## src/hw/rtl/heading_velocity_command_limiter_top_assert.svh

```systemverilog
// Assertion macros shared by the limiter RTL.
`ifndef HEADING_VELOCITY_COMMAND_LIMITER_TOP_ASSERT_SVH
`define HEADING_VELOCITY_COMMAND_LIMITER_TOP_ASSERT_SVH
`ifndef NO_ASSERTIONS
`define HVCL_ASSERT_IMP(lbl, ck, rn, ante, cons) \
	lbl: assert property (@(posedge ck) disable iff (!rn) (ante) |-> (cons)) \
		else $error("hvcl assertion failed");
`define HVCL_ASSERT_NXT(lbl, ck, rn, ante, cons) \
	lbl: assert property (@(posedge ck) disable iff (!rn) (ante) |=> (cons)) \
		else $error("hvcl assertion failed");
`else
`define HVCL_ASSERT_IMP(lbl, ck, rn, ante, cons)
`define HVCL_ASSERT_NXT(lbl, ck, rn, ante, cons)
`endif
`endif

```

## src/hw/rtl/hvcl_pkg.sv

```systemverilog
package hvcl_pkg;

	localparam int VEL_W   = 14;
	localparam int YR_W    = 15;
	localparam int ANG_W   = 16;
	localparam int LSTEP_W = 13;
	localparam int RSTEP_W = 14;
	localparam int TP_W    = 16;
	localparam int PADDR_W = 4;

	localparam int CORDIC_STEPS = 16;
	localparam int MAX_TABLE    = 24;
	localparam int CORDIC_ITERS = (CORDIC_STEPS < MAX_TABLE) ? CORDIC_STEPS : MAX_TABLE;
	localparam int IDX_W        = 5;
	localparam int CW           = 32;
	localparam int ZW           = 28;

	localparam int N2_W   = 28;
	localparam int ROOT_W = 14;
	localparam int REM_W  = 18;
	localparam int MUL_W  = 18;
	localparam int PROD_W = 36;

	localparam logic signed [ZW-1:0] PI_Z      = 28'sd52707179;
	localparam logic signed [ZW-1:0] HALF_PI_Z = 28'sd26353590;
	localparam logic signed [17:0]   PI_Q13     = 18'sd25736;
	localparam logic signed [17:0]   TWO_PI_Q13 = 18'sd51472;
	localparam logic [16:0]          GAIN_Q16   = 17'd39797;
	localparam logic signed [YR_W-1:0] YR_LIM   = 15'sd8192;
	localparam logic [N2_W-1:0]      SPEED_SQ_LIM = 28'd16777216;

	localparam logic [1:0] REG_MAX_LINEAR_STEP   = 2'd0;
	localparam logic [1:0] REG_MAX_YAW_RATE_STEP = 2'd1;
	localparam logic [1:0] REG_TICK_PERIOD       = 2'd2;

	typedef enum logic [4:0] {
		ST_IDLE, ST_SQ_F, ST_SQ_L, ST_SCREEN, ST_DIFF, ST_SQ_DX, ST_SQ_DY,
		ST_SQ_STEP, ST_CMP, ST_SQRT, ST_MUL_X, ST_DIV_X_GO, ST_DIV_X,
		ST_DIV_Y_GO, ST_DIV_Y, ST_APPLY, ST_YAW_MUL, ST_YAW, ST_GAIN_X,
		ST_GAIN_Y, ST_ROT_GO, ST_ROT
	} state_t;

	typedef enum logic {ITER_SQRT, ITER_DIV} iter_op_t;

	typedef struct packed {
		logic     start;
		iter_op_t op;
	} iter_req_t;

	// arctan(2^-i) in radians * 2^24
	function automatic logic signed [ZW-1:0] atan_z(input logic [IDX_W-1:0] idx);
		logic signed [ZW-1:0] v;
		case (idx)
			5'd0:  v = 28'sd13176795;
			5'd1:  v = 28'sd7778716;
			5'd2:  v = 28'sd4110060;
			5'd3:  v = 28'sd2086331;
			5'd4:  v = 28'sd1047214;
			5'd5:  v = 28'sd524117;
			5'd6:  v = 28'sd262123;
			5'd7:  v = 28'sd131069;
			5'd8:  v = 28'sd65536;
			5'd9:  v = 28'sd32768;
			5'd10: v = 28'sd16384;
			5'd11: v = 28'sd8192;
			5'd12: v = 28'sd4096;
			5'd13: v = 28'sd2048;
			5'd14: v = 28'sd1024;
			5'd15: v = 28'sd512;
			5'd16: v = 28'sd256;
			5'd17: v = 28'sd128;
			5'd18: v = 28'sd64;
			5'd19: v = 28'sd32;
			5'd20: v = 28'sd16;
			5'd21: v = 28'sd8;
			5'd22: v = 28'sd4;
			5'd23: v = 28'sd2;
			default: v = '0;
		endcase
		return v;
	endfunction

endpackage

```

## src/hw/rtl/hvcl_if.sv

```systemverilog
interface hvcl_in_if;
	import hvcl_pkg::*;
	logic                    valid;
	logic                    ready;
	logic signed [VEL_W-1:0] forward_target;
	logic signed [VEL_W-1:0] lateral_target;
	logic signed [YR_W-1:0]  yaw_rate_target;
	logic signed [ANG_W-1:0] measured_yaw;
	logic signed [ANG_W-1:0] initial_yaw;
	logic                    desired_valid;
	modport source (output valid, forward_target, lateral_target, yaw_rate_target,
		measured_yaw, initial_yaw, desired_valid, input ready);
	modport sink (input valid, forward_target, lateral_target, yaw_rate_target,
		measured_yaw, initial_yaw, desired_valid, output ready);
endinterface

interface hvcl_out_if;
	import hvcl_pkg::*;
	logic                    valid;
	logic                    ready;
	logic signed [VEL_W-1:0] world_vel_x;
	logic signed [VEL_W-1:0] world_vel_y;
	logic signed [ANG_W-1:0] yaw_command;
	logic signed [YR_W-1:0]  yaw_rate_command;
	logic                    target_rejected;
	logic                    command_valid;
	modport source (output valid, world_vel_x, world_vel_y, yaw_command,
		yaw_rate_command, target_rejected, command_valid, input ready);
	modport sink (input valid, world_vel_x, world_vel_y, yaw_command,
		yaw_rate_command, target_rejected, command_valid, output ready);
endinterface

```

## src/hw/rtl/hvcl_iter.sv

```systemverilog
module hvcl_iter (
	input  logic                       clk,
	input  logic                       arst_n,
	input  hvcl_pkg::iter_req_t        req,
	input  logic [hvcl_pkg::N2_W-1:0]  opnd,
	input  logic [hvcl_pkg::ROOT_W-1:0] divisor,
	output logic                       busy,
	output logic [hvcl_pkg::ROOT_W-1:0] result
);
	import hvcl_pkg::*;

	localparam int CNT_W = $clog2(ROOT_W);

	logic               busy_q;
	logic [CNT_W-1:0]   cnt_q;
	iter_op_t           op_q;
	logic [N2_W-1:0]    src_q;
	logic [REM_W-1:0]   rem_q;
	logic [ROOT_W-1:0]  res_q;
	logic [ROOT_W-1:0]  dvs_q;
	logic [REM_W-1:0]   shifted;
	logic [REM_W-1:0]   trial;
	logic [REM_W:0]     diff;
	logic               take;

	// square root brings down two bits a step, division one
	always_comb begin
		if (op_q == ITER_SQRT) begin
			shifted = {rem_q[REM_W-3:0], src_q[N2_W-1:N2_W-2]};
			trial   = {{(REM_W-ROOT_W-2){1'b0}}, res_q, 2'b01};
		end else begin
			shifted = {rem_q[REM_W-2:0], src_q[N2_W-1]};
			trial   = {{(REM_W-ROOT_W){1'b0}}, dvs_q};
		end
		diff = {1'b0, shifted} - {1'b0, trial};
		take = !diff[REM_W];
	end

	always_ff @(posedge clk or negedge arst_n) begin
		if (!arst_n) begin
			busy_q <= 1'b0;
			cnt_q  <= '0;
		end else if (req.start) begin
			busy_q <= 1'b1;
			cnt_q  <= '0;
		end else if (busy_q) begin
			cnt_q <= cnt_q + 1'b1;
			if (cnt_q == CNT_W'(ROOT_W - 1))
				busy_q <= 1'b0;
		end
	end

	always_ff @(posedge clk) begin
		if (req.start) begin
			op_q  <= req.op;
			res_q <= '0;
			dvs_q <= divisor;
			if (req.op == ITER_SQRT) begin
				rem_q <= '0;
				src_q <= opnd;
			end else begin
				rem_q <= REM_W'(opnd[N2_W-1:ROOT_W]);
				src_q <= {opnd[ROOT_W-1:0], {(N2_W-ROOT_W){1'b0}}};
			end
		end else if (busy_q) begin
			rem_q <= take ? diff[REM_W-1:0] : shifted;
			res_q <= {res_q[ROOT_W-2:0], take};
			src_q <= (op_q == ITER_SQRT) ? (src_q << 2) : (src_q << 1);
		end
	end

	assign busy   = busy_q;
	// round the root up when anything is left over
	assign result = (op_q == ITER_SQRT && rem_q != '0) ? res_q + 1'b1 : res_q;

endmodule

```

## src/hw/rtl/hvcl_cordic.sv

```systemverilog
module hvcl_cordic (
	input  logic                              clk,
	input  logic                              arst_n,
	input  logic                              start,
	input  logic signed [hvcl_pkg::CW-1:0]    x_in,
	input  logic signed [hvcl_pkg::CW-1:0]    y_in,
	input  logic signed [hvcl_pkg::ANG_W-1:0] yaw,
	output logic                              busy,
	output logic signed [hvcl_pkg::VEL_W-1:0] vel_x,
	output logic signed [hvcl_pkg::VEL_W-1:0] vel_y
);
	import hvcl_pkg::*;

	logic                    busy_q;
	logic [IDX_W-1:0]        cnt_q;
	logic signed [CW-1:0]    x_q;
	logic signed [CW-1:0]    y_q;
	logic signed [ZW-1:0]    z_q;
	logic signed [ZW-1:0]    z0;
	logic signed [CW-1:0]    xs;
	logic signed [CW-1:0]    ys;
	logic signed [ZW-1:0]    ang;

	function automatic logic signed [VEL_W-1:0] round_sat(input logic signed [CW-1:0] v);
		logic signed [CW:0] r;
		r = (CW+1)'(v) + (CW+1)'(32768);
		r = r >>> 16;
		if (r > (CW+1)'(8191))
			return VEL_W'(8191);
		else if (r < -(CW+1)'(8192))
			return VEL_W'(-8192);
		return r[VEL_W-1:0];
	endfunction

	assign z0  = {{(ZW-ANG_W-11){yaw[ANG_W-1]}}, yaw, 11'b0};
	assign xs  = x_q >>> cnt_q;
	assign ys  = y_q >>> cnt_q;
	assign ang = atan_z(cnt_q);

	always_ff @(posedge clk or negedge arst_n) begin
		if (!arst_n) begin
			busy_q <= 1'b0;
			cnt_q  <= '0;
		end else if (start) begin
			busy_q <= 1'b1;
			cnt_q  <= '0;
		end else if (busy_q) begin
			cnt_q <= cnt_q + 1'b1;
			if (cnt_q == IDX_W'(CORDIC_ITERS - 1))
				busy_q <= 1'b0;
		end
	end

	always_ff @(posedge clk) begin
		if (start) begin
			// fold by half a turn so the rotation stays within a quarter turn
			if (z0 > HALF_PI_Z) begin
				z_q <= z0 - PI_Z;
				x_q <= -x_in;
				y_q <= -y_in;
			end else if (z0 < -HALF_PI_Z) begin
				z_q <= z0 + PI_Z;
				x_q <= -x_in;
				y_q <= -y_in;
			end else begin
				z_q <= z0;
				x_q <= x_in;
				y_q <= y_in;
			end
		end else if (busy_q) begin
			if (!z_q[ZW-1]) begin
				x_q <= x_q - ys;
				y_q <= y_q + xs;
				z_q <= z_q - ang;
			end else begin
				x_q <= x_q + ys;
				y_q <= y_q - xs;
				z_q <= z_q + ang;
			end
		end
	end

	assign busy  = busy_q;
	assign vel_x = round_sat(x_q);
	assign vel_y = round_sat(y_q);

endmodule

```

## src/hw/rtl/heading_velocity_command_limiter_top.sv

```systemverilog
// A request whose velocity step is within its limit skips the vector cap; otherwise the cap runs
// the shared square-root/divide unit three times.
// The rotation uses a 16-step CORDIC and the cap a 14-step shift-subtract unit.
// Requests are taken one at a time; a result held in the output register
// does not block accept, but the next result waits in the rotator until that one drains.
// Reset clears all held targets, commands, the yaw-loaded flag and restores register defaults.
`include "heading_velocity_command_limiter_top_assert.svh"
module heading_velocity_command_limiter_top (
	input  logic                         clk,
	input  logic                         arst_n,
	hvcl_in_if.sink                      cmd_in,
	hvcl_out_if.source                   cmd_out,
	input  logic                         psel,
	input  logic                         penable,
	input  logic                         pwrite,
	input  logic [hvcl_pkg::PADDR_W-1:0] paddr,
	input  logic [31:0]                  pwdata,
	output logic [31:0]                  prdata,
	output logic                         pready
);
	import hvcl_pkg::*;

	state_t state_q, state_d;

	logic [LSTEP_W-1:0] lin_step_q;
	logic [RSTEP_W-1:0] yr_step_q;
	logic [TP_W-1:0]    tp_q;

	logic signed [VEL_W-1:0] in_f_q, in_l_q;
	logic signed [YR_W-1:0]  in_yr_q;
	logic signed [ANG_W-1:0] meas_q, init_q;
	logic                    valid_q;

	logic signed [VEL_W-1:0] held_f_q, held_l_q, cmd_f_q, cmd_l_q;
	logic signed [YR_W-1:0]  held_yr_q, cmd_yr_q;
	logic signed [ANG_W-1:0] cmd_yaw_q;
	logic                    yaw_loaded_q;

	logic signed [PROD_W-1:0] prod_q, acc_q;
	logic signed [MUL_W-1:0]  mul_a, mul_b;
	logic signed [VEL_W+1:0]  dx_q, dy_q, sx_q, sy_q;
	logic [VEL_W-1:0]         adx, ady;
	logic [N2_W-1:0]          n2_q, sq_sum;
	logic [ROOT_W-1:0]        n_q;
	logic                     rej_q, reject;
	logic signed [CW-1:0]     gx_q;
	logic signed [17:0]       rel, rel_q;
	logic signed [16:0]       dr_raw, lim, dr;
	logic signed [19:0]       inc, yaw_sum;
	logic signed [PROD_W-1:0] inc_full;

	iter_req_t         iter_req;
	logic [N2_W-1:0]   iter_opnd;
	logic              iter_busy;
	logic [ROOT_W-1:0] iter_res;
	logic              rot_start, rot_busy;
	logic signed [VEL_W-1:0] rot_x, rot_y;
	logic              out_load;

	logic signed [VEL_W-1:0] out_x_q, out_y_q;
	logic signed [ANG_W-1:0] out_yaw_q;
	logic signed [YR_W-1:0]  out_yr_q;
	logic                    out_rej_q, out_cv_q, out_valid_q;

	hvcl_iter u_iter (
		.clk     (clk),
		.arst_n  (arst_n),
		.req     (iter_req),
		.opnd    (iter_opnd),
		.divisor (n_q),
		.busy    (iter_busy),
		.result  (iter_res)
	);

	hvcl_cordic u_cordic (
		.clk    (clk),
		.arst_n (arst_n),
		.start  (rot_start),
		.x_in   (gx_q),
		.y_in   (prod_q[CW-1:0]),
		.yaw    (cmd_yaw_q),
		.busy   (rot_busy),
		.vel_x  (rot_x),
		.vel_y  (rot_y)
	);

	// configuration port
	assign pready = 1'b1;

	always_ff @(posedge clk or negedge arst_n) begin
		if (!arst_n) begin
			lin_step_q <= LSTEP_W'(8);
			yr_step_q  <= RSTEP_W'(16);
			tp_q       <= TP_W'(131);
		end else if (psel && penable && pwrite) begin
			unique case (paddr[3:2])
				REG_MAX_LINEAR_STEP:   lin_step_q <= pwdata[LSTEP_W-1:0];
				REG_MAX_YAW_RATE_STEP: yr_step_q  <= pwdata[RSTEP_W-1:0];
				REG_TICK_PERIOD:       tp_q       <= pwdata[TP_W-1:0];
				default: ;
			endcase
		end
	end

	always_comb begin
		unique case (paddr[3:2])
			REG_MAX_LINEAR_STEP:   prdata = 32'(lin_step_q);
			REG_MAX_YAW_RATE_STEP: prdata = 32'(yr_step_q);
			REG_TICK_PERIOD:       prdata = 32'(tp_q);
			default:               prdata = '0;
		endcase
	end

	// datapath helpers
	assign adx    = dx_q[VEL_W+1] ? VEL_W'(-dx_q) : VEL_W'(dx_q);
	assign ady    = dy_q[VEL_W+1] ? VEL_W'(-dy_q) : VEL_W'(dy_q);
	assign sq_sum = N2_W'(acc_q) + N2_W'(prod_q);
	assign reject = (sq_sum > SPEED_SQ_LIM) || (in_yr_q > YR_LIM) || (in_yr_q < -YR_LIM);

	always_comb begin
		dr_raw = 17'(held_yr_q) - 17'(cmd_yr_q);
		lim    = signed'(17'(yr_step_q));
		if (dr_raw > lim)
			dr = lim;
		else if (dr_raw < -lim)
			dr = -lim;
		else
			dr = dr_raw;
		rel = 18'(cmd_yaw_q) - 18'(meas_q);
		if (rel > PI_Q13)
			rel = rel - TWO_PI_Q13;
		else if (rel <= -PI_Q13)
			rel = rel + TWO_PI_Q13;
		inc_full = (prod_q + PROD_W'(16384)) >>> 15;
		inc      = inc_full[19:0];
		yaw_sum  = 20'(meas_q) + 20'(rel_q) + inc;
	end

	assign out_load = (state_q == ST_ROT) && !rot_busy && (!out_valid_q || cmd_out.ready);

	always_ff @(posedge clk or negedge arst_n) begin
		if (!arst_n)
			state_q <= ST_IDLE;
		else
			state_q <= state_d;
	end

	always_comb begin
		state_d      = state_q;
		mul_a        = '0;
		mul_b        = '0;
		iter_req     = '{start: 1'b0, op: ITER_DIV};
		iter_opnd    = N2_W'(prod_q);
		rot_start    = 1'b0;
		cmd_in.ready = 1'b0;
		unique case (state_q)
			ST_IDLE: begin
				cmd_in.ready = 1'b1;
				if (cmd_in.valid)
					state_d = ST_SQ_F;
			end
			ST_SQ_F: begin
				mul_a   = MUL_W'(in_f_q);
				mul_b   = MUL_W'(in_f_q);
				state_d = ST_SQ_L;
			end
			ST_SQ_L: begin
				mul_a   = MUL_W'(in_l_q);
				mul_b   = MUL_W'(in_l_q);
				state_d = ST_SCREEN;
			end
			ST_SCREEN:  state_d = ST_DIFF;
			ST_DIFF:    state_d = ST_SQ_DX;
			ST_SQ_DX: begin
				mul_a   = MUL_W'(dx_q);
				mul_b   = MUL_W'(dx_q);
				state_d = ST_SQ_DY;
			end
			ST_SQ_DY: begin
				mul_a   = MUL_W'(dy_q);
				mul_b   = MUL_W'(dy_q);
				state_d = ST_SQ_STEP;
			end
			ST_SQ_STEP: begin
				mul_a   = signed'(MUL_W'(lin_step_q));
				mul_b   = signed'(MUL_W'(lin_step_q));
				state_d = ST_CMP;
			end
			ST_CMP: begin
				iter_opnd = n2_q;
				if (n2_q > N2_W'(prod_q)) begin
					iter_req = '{start: 1'b1, op: ITER_SQRT};
					state_d  = ST_SQRT;
				end else begin
					state_d  = ST_APPLY;
				end
			end
			ST_SQRT: begin
				if (!iter_busy)
					state_d = ST_MUL_X;
			end
			ST_MUL_X: begin
				mul_a   = signed'(MUL_W'(adx));
				mul_b   = signed'(MUL_W'(lin_step_q));
				state_d = ST_DIV_X_GO;
			end
			ST_DIV_X_GO: begin
				iter_req = '{start: 1'b1, op: ITER_DIV};
				mul_a    = signed'(MUL_W'(ady));
				mul_b    = signed'(MUL_W'(lin_step_q));
				state_d  = ST_DIV_X;
			end
			ST_DIV_X: begin
				mul_a = signed'(MUL_W'(ady));
				mul_b = signed'(MUL_W'(lin_step_q));
				if (!iter_busy)
					state_d = ST_DIV_Y_GO;
			end
			ST_DIV_Y_GO: begin
				iter_req = '{start: 1'b1, op: ITER_DIV};
				state_d  = ST_DIV_Y;
			end
			ST_DIV_Y: begin
				if (!iter_busy)
					state_d = ST_APPLY;
			end
			ST_APPLY:   state_d = ST_YAW_MUL;
			ST_YAW_MUL: begin
				mul_a   = MUL_W'(cmd_yr_q);
				mul_b   = signed'(MUL_W'(tp_q));
				state_d = ST_YAW;
			end
			ST_YAW:     state_d = ST_GAIN_X;
			ST_GAIN_X: begin
				mul_a   = MUL_W'(cmd_f_q);
				mul_b   = signed'(MUL_W'(GAIN_Q16));
				state_d = ST_GAIN_Y;
			end
			ST_GAIN_Y: begin
				mul_a   = MUL_W'(cmd_l_q);
				mul_b   = signed'(MUL_W'(GAIN_Q16));
				state_d = ST_ROT_GO;
			end
			ST_ROT_GO: begin
				rot_start = 1'b1;
				state_d   = ST_ROT;
			end
			ST_ROT: begin
				// hold the finished rotation until the output slot is free
				if (out_load)
					state_d = ST_IDLE;
			end
			default: state_d = ST_IDLE;
		endcase
	end

	// shared multiplier
	always_ff @(posedge clk)
		prod_q <= mul_a * mul_b;

	always_ff @(posedge clk) begin
		if (state_q == ST_IDLE && cmd_in.valid) begin
			in_f_q  <= cmd_in.forward_target;
			in_l_q  <= cmd_in.lateral_target;
			in_yr_q <= cmd_in.yaw_rate_target;
			meas_q  <= cmd_in.measured_yaw;
			init_q  <= cmd_in.initial_yaw;
			valid_q <= cmd_in.desired_valid;
		end
		if (state_q == ST_SQ_L || state_q == ST_SQ_DY)
			acc_q <= prod_q;
		if (state_q == ST_SCREEN)
			rej_q <= reject;
		if (state_q == ST_DIFF) begin
			dx_q <= (VEL_W+2)'(held_f_q) - (VEL_W+2)'(cmd_f_q);
			dy_q <= (VEL_W+2)'(held_l_q) - (VEL_W+2)'(cmd_l_q);
		end
		if (state_q == ST_SQ_STEP)
			n2_q <= sq_sum;
		if (state_q == ST_CMP) begin
			sx_q <= dx_q;
			sy_q <= dy_q;
		end
		if (state_q == ST_SQRT && !iter_busy)
			n_q <= iter_res;
		if (state_q == ST_DIV_X && !iter_busy)
			sx_q <= dx_q[VEL_W+1] ? -(VEL_W+2)'(iter_res) : (VEL_W+2)'(iter_res);
		if (state_q == ST_DIV_Y && !iter_busy)
			sy_q <= dy_q[VEL_W+1] ? -(VEL_W+2)'(iter_res) : (VEL_W+2)'(iter_res);
		if (state_q == ST_YAW_MUL)
			rel_q <= rel;
		if (state_q == ST_GAIN_Y)
			gx_q <= prod_q[CW-1:0];
	end

	always_ff @(posedge clk or negedge arst_n) begin
		if (!arst_n) begin
			held_f_q     <= '0;
			held_l_q     <= '0;
			held_yr_q    <= '0;
			cmd_f_q      <= '0;
			cmd_l_q      <= '0;
			cmd_yr_q     <= '0;
			cmd_yaw_q    <= '0;
			yaw_loaded_q <= 1'b0;
		end else begin
			if (state_q == ST_SCREEN) begin
				if (!reject) begin
					held_f_q  <= in_f_q;
					held_l_q  <= in_l_q;
					held_yr_q <= in_yr_q;
				end
				if (!yaw_loaded_q) begin
					cmd_yaw_q    <= init_q;
					yaw_loaded_q <= 1'b1;
				end
			end
			if (state_q == ST_APPLY) begin
				cmd_f_q  <= cmd_f_q + VEL_W'(sx_q);
				cmd_l_q  <= cmd_l_q + VEL_W'(sy_q);
				cmd_yr_q <= cmd_yr_q + YR_W'(dr);
			end
			if (state_q == ST_YAW) begin
				if (yaw_sum > 20'sd32767)
					cmd_yaw_q <= 16'sh7FFF;
				else if (yaw_sum < -20'sd32768)
					cmd_yaw_q <= 16'sh8000;
				else
					cmd_yaw_q <= yaw_sum[ANG_W-1:0];
			end
		end
	end

	// output register
	always_ff @(posedge clk or negedge arst_n) begin
		if (!arst_n)
			out_valid_q <= 1'b0;
		else if (out_load)
			out_valid_q <= 1'b1;
		else if (cmd_out.ready)
			out_valid_q <= 1'b0;
	end

	always_ff @(posedge clk) begin
		if (out_load) begin
			out_x_q   <= rot_x;
			out_y_q   <= rot_y;
			out_yaw_q <= cmd_yaw_q;
			out_yr_q  <= cmd_yr_q;
			out_rej_q <= rej_q;
			out_cv_q  <= valid_q;
		end
	end

	assign cmd_out.valid            = out_valid_q;
	assign cmd_out.world_vel_x      = out_x_q;
	assign cmd_out.world_vel_y      = out_y_q;
	assign cmd_out.yaw_command      = out_yaw_q;
	assign cmd_out.yaw_rate_command = out_yr_q;
	assign cmd_out.target_rejected  = out_rej_q;
	assign cmd_out.command_valid    = out_cv_q;

	`HVCL_ASSERT_NXT(a_rot_started, clk, arst_n, state_q == ST_ROT_GO, rot_busy)
	`HVCL_ASSERT_NXT(a_held_taken, clk, arst_n, state_q == ST_SCREEN && !reject, held_f_q == $past(in_f_q) && held_yr_q == $past(in_yr_q))
	`HVCL_ASSERT_IMP(a_yr_range, clk, arst_n, 1'b1, cmd_yr_q <= YR_LIM && cmd_yr_q >= -YR_LIM)
	`HVCL_ASSERT_NXT(a_rot_stall, clk, arst_n, state_q == ST_ROT && out_valid_q && !cmd_out.ready, state_q == ST_ROT)

endmodule

```

## src/flat_wrapper.sv

```systemverilog
// flat-port wrapper written by rule: the top's interface ports become plain ports
module heading_velocity_command_limiter_top_flat import hvcl_pkg::*;
  (clk, arst_n, psel, penable, pwrite, paddr, pwdata, prdata, pready, cmd_in_valid, cmd_in_forward_target, cmd_in_lateral_target, cmd_in_yaw_rate_target, cmd_in_measured_yaw, cmd_in_initial_yaw, cmd_in_desired_valid, cmd_in_ready, cmd_out_valid, cmd_out_world_vel_x, cmd_out_world_vel_y, cmd_out_yaw_command, cmd_out_yaw_rate_command, cmd_out_target_rejected, cmd_out_command_valid, cmd_out_ready);
  hvcl_in_if cmd_in_i ();
  hvcl_out_if cmd_out_i ();
  input  logic clk;
  input  logic arst_n;
  input  logic psel;
  input  logic penable;
  input  logic pwrite;
  input  logic [hvcl_pkg::PADDR_W-1:0] paddr;
  input  logic [31:0] pwdata;
  output logic [31:0] prdata;
  output logic pready;
  input wire logic [$bits(cmd_in_i.valid)-1:0] cmd_in_valid;
  input wire logic [$bits(cmd_in_i.forward_target)-1:0] cmd_in_forward_target;
  input wire logic [$bits(cmd_in_i.lateral_target)-1:0] cmd_in_lateral_target;
  input wire logic [$bits(cmd_in_i.yaw_rate_target)-1:0] cmd_in_yaw_rate_target;
  input wire logic [$bits(cmd_in_i.measured_yaw)-1:0] cmd_in_measured_yaw;
  input wire logic [$bits(cmd_in_i.initial_yaw)-1:0] cmd_in_initial_yaw;
  input wire logic [$bits(cmd_in_i.desired_valid)-1:0] cmd_in_desired_valid;
  output wire logic [$bits(cmd_in_i.ready)-1:0] cmd_in_ready;
  output wire logic [$bits(cmd_out_i.valid)-1:0] cmd_out_valid;
  output wire logic [$bits(cmd_out_i.world_vel_x)-1:0] cmd_out_world_vel_x;
  output wire logic [$bits(cmd_out_i.world_vel_y)-1:0] cmd_out_world_vel_y;
  output wire logic [$bits(cmd_out_i.yaw_command)-1:0] cmd_out_yaw_command;
  output wire logic [$bits(cmd_out_i.yaw_rate_command)-1:0] cmd_out_yaw_rate_command;
  output wire logic [$bits(cmd_out_i.target_rejected)-1:0] cmd_out_target_rejected;
  output wire logic [$bits(cmd_out_i.command_valid)-1:0] cmd_out_command_valid;
  input wire logic [$bits(cmd_out_i.ready)-1:0] cmd_out_ready;
  assign cmd_in_i.valid = cmd_in_valid;
  assign cmd_in_i.forward_target = cmd_in_forward_target;
  assign cmd_in_i.lateral_target = cmd_in_lateral_target;
  assign cmd_in_i.yaw_rate_target = cmd_in_yaw_rate_target;
  assign cmd_in_i.measured_yaw = cmd_in_measured_yaw;
  assign cmd_in_i.initial_yaw = cmd_in_initial_yaw;
  assign cmd_in_i.desired_valid = cmd_in_desired_valid;
  assign cmd_in_ready = cmd_in_i.ready;
  assign cmd_out_valid = cmd_out_i.valid;
  assign cmd_out_world_vel_x = cmd_out_i.world_vel_x;
  assign cmd_out_world_vel_y = cmd_out_i.world_vel_y;
  assign cmd_out_yaw_command = cmd_out_i.yaw_command;
  assign cmd_out_yaw_rate_command = cmd_out_i.yaw_rate_command;
  assign cmd_out_target_rejected = cmd_out_i.target_rejected;
  assign cmd_out_command_valid = cmd_out_i.command_valid;
  assign cmd_out_i.ready = cmd_out_ready;
  heading_velocity_command_limiter_top u_core (.clk(clk), .arst_n(arst_n), .cmd_in(cmd_in_i), .cmd_out(cmd_out_i), .psel(psel), .penable(penable), .pwrite(pwrite), .paddr(paddr), .pwdata(pwdata), .prdata(prdata), .pready(pready));
endmodule
```

## config.mk

```make
export PLATFORM = sky130hd
export DESIGN_NAME = heading_velocity_command_limiter_top_flat
export DESIGN_NICKNAME = d
export VERILOG_FILES = /design/src/hw/rtl/hvcl_pkg.sv /design/src/hw/rtl/hvcl_if.sv /design/src/hw/rtl/hvcl_iter.sv /design/src/hw/rtl/hvcl_cordic.sv /design/src/hw/rtl/heading_velocity_command_limiter_top.sv /design/src/flat_wrapper.sv
export VERILOG_INCLUDE_DIRS = /design/src /design/src/hw/rtl
export SDC_FILE = /design/constraint.sdc
export NUM_CORES = 2
export LEC_CHECK = 0
export ABC_AREA = 0
export BUFFER_PORTS_ARGS = -buffer_cell sky130_fd_sc_hd__clkbuf_2
export CORE_MARGIN = 2
export CORE_UTILIZATION = 51
export DETAILED_ROUTE_END_ITERATION = 10
export GPL_TIMING_DRIVEN = 0
export PLACE_DENSITY = 0.7
export SYNTH_ARGS = -nofsm -noshare
export SYNTH_HDL_FRONTEND = slang
export SYNTH_HIERARCHICAL = 1
export SYNTH_SLANG_ARGS = --single-unit
```

## constraint.sdc

```tcl
create_clock -name clk -period 13.2 [get_ports clk]
set_input_delay 0.66 -clock clk [delete_from_list [all_inputs] [get_ports clk]]
set_output_delay 0.66 -clock clk [all_outputs]
set_load 0.01 [all_outputs]
```

==> flow_summary.ini <==
[clock_tree]
cts_buffers = 81
clock_path_buffers = 3
post_cts_resize_count = 0
clk_latency_ns = 0.72
clk_pin_slew_ns = 0.06
clock-sinks = 681
cts-root-buf = clkbuf_16
htreeDepth = 3
cts_tree = yes

[sta]
tns_ns = 0
slew_headroom = 0.0317
period_share = 0.832
worst_pin_slew_ns = 1.44
fmax_mhz = 91.0
setup_viol = 0
clock_skew_ns = 0.0574
final_hold_viol_count = 0
slew_violations = 0
rsz0062_at_grt = no
finalCriticalPeriod_ns = 10.99

[floorplanning]
start_util = 0.514
rows = 129
dieArea_mm2 = 0.127
die_w_um = 357
die_h_um = 357
io_pins = 215
core_mm2 = 0.124

[outcome]
status = complete, no violations

[setup_path]
end_kind = flop
crit_top_cell = fa_1
cpPeakStageDelay_ns = 0.82
cp-start-kind = flop
arrival_ns = 11.63
required_ns = 13.84
path_buf_inv = 10
crit_family = adder cells
crit_fanout = 27
critical_path_class = flop to flop
worst_path_max_delay_cell = clkbuf_2

[placed_design]
hpwl_mm = 190
gp_congestion = 1.03
portBuffers = 177

[global_route]
grt-ovfl-total = 0
grtUsageMet1 = 0.447
grt_start_max_net_pins = 102
grt_pass1_vias = 53914
grt_usage = 0.365
grt_use_met2 = 0.600
grt.met3_usage = 0.0574
antenna_found_initial = 2
top_usage_layer = met2
grt_pass1_wl_mm = 345

[layout]
nFillCells = 11114
drive_gt1_frac = 0.106
nets = 7957
syn2layout_area_growth_pct = 9.59
final_common_cell = inv_1
fin_util = 0.563
final_cell_mix = inv_1 (684), nand2_1 (652), nor2_1 (530)

[yosys]
ys_top_cells_by_area = edfxtp_1 (22%), fa_1 (10%), ha_1 (8.6%)
syn_area_mm2 = 0.0636
syn_inst = 6781
synth.distinct_cells = 125
ys_seq_elements = 681
synth.yosys.seq_area_share = 0.301
async_flop_share = 0.239
synth_edf_count = 469
synth_flop_cell = edfxtp_1
yosys.area.top_type = edfxtp_1
syn_area_per_cell_um2 = 9.38
ys_warn_count = 6
yosys.area.top_type_share = 0.222

[drt]
firstDrtPassIters = 6
drt-initial-drc-count = 5797
viasPerCell = 6.19
ant_nets = 0
drc = 0
routedWlPerCell_um = 26.8
wl_mm = 235
dr_total_vias = 54336

[hold_path]
holdCritPathClass = input pin to flop

[flow_run]
cap_violations = 0
[Yosys cell counts, types with 58 or more instances]
library cell  instances
inv_1               684
mux2_2              134
dfrtp_1             158
mux2i_1             160
a21oi_1             407
ha_1                438
xnor2_1             292
nand2_1             653
nor3_1               90
nor2_1              531
o21a_1               62
clkbuf_1            219
nor2b_1              83
xor2_1              217
fa_1                323
o21ai_0             387
nand2b_1             80
nand3_1             101
edfxtp_1            469
a211oi_1             62
a21o_1               91
a31oi_1              58
mux4_2               67
[registers in the layout, indices dropped and copies added (netlist names), 16 cells and up]
name / flops
u_core/prod_q: 35
u_core/gx_q: 32
u_core/u_cordic/x_q: 32
u_core/u_cordic/y_q: 32
u_core/acc_q: 28
u_core/n2_q: 28
u_core/u_cordic/z_q: 28
u_core/u_iter/src_q: 28
u_core/rel_q: 18
u_core/u_iter/rem_q: 18
u_core/cmd_out.yaw_command: 16
u_core/cmd_yaw_q: 16
u_core/init_q: 16
u_core/meas_q: 16
u_core/tp_q: 16
[metal layers]
layer / part of all wire / wire [µm]
met1: 0.39 / 91300
met2: 0.46 / 108000
met3: 0.074 / 17300
met4: 0.077 / 18100
met5: 0 / 0
[final timing paths]
kind                                                from                      endpoint  slack (ns)  cells past startpoint
worst max register to register         u_core/state_q[3]             u_core/prod_q[34]        2.21                     34
max in group asynchronous                         arst_n      u_core/u_cordic/cnt_q[1]       11.63                      3
worst min-delay path            cmd_in_forward_target[7]              u_core/in_f_q[7]        0.11                      1
worst min register to register            u_core/valid_q  u_core/cmd_out.command_valid        0.41                      0
min in group asynchronous                         arst_n             u_core/cmd_f_q[3]        0.51                      2
worst max-delay path                   u_core/state_q[3]             u_core/prod_q[34]        2.21                     34
[kinds of logic after synthesis]
| family | share of synthesized area |
|---|---|
| AND/OR/NAND/NOR | 0.139 |
| other | 0.000118 |
| buffers and inverters | 0.0640 |
| XOR/XNOR | 0.0701 |
| AO/OA/AOI/OAI | 0.156 |
| multiplexers | 0.0814 |
| adder cells (fa/ha/maj) | 0.188 |
| flip-flops | 0.301 |
[what timing repair did]
item | in CTS | in global routing
setup buffers | 0 | 0
hold buffers | 1 | 0
endpoints found under the hold margin | 62 | 0
[cell type report]
cell class | instances | area (µm²) | share of cell area
Tap cell | 1637 | 2050 | 0.0294
Multi-Input combinational cell | 5104 | 40500 | 0.581
Timing Repair Buffer | 197 | 1170 | 0.0168
Sequential cell | 681 | 19100 | 0.275
Inverter | 688 | 2580 | 0.0371
Clock buffer | 107 | 2230 | 0.0319
Antenna cell | 1 | 2.50 | 0.0000359
Buffer | 324 | 1490 | 0.0214
Clock inverter | 44 | 493 | 0.00708
[per-stage QoR]
step,cell area [µm²],setup WS [ns],hold slack (ns),instances
after floorplan,63600,4.07,0.364,6797
after global placement,66600,1.23,0.402,8611
after detailed placement,66900,1.88,0.405,8629
after CTS,69700,1.86,0.0703,8781
after global routing,69700,1.61,0.0877,8782
final,69700,2.21,0.112,8783
Power is not shown: default switching activity piles up to over one toggle a cycle in this logic, so the estimate is an artifact.
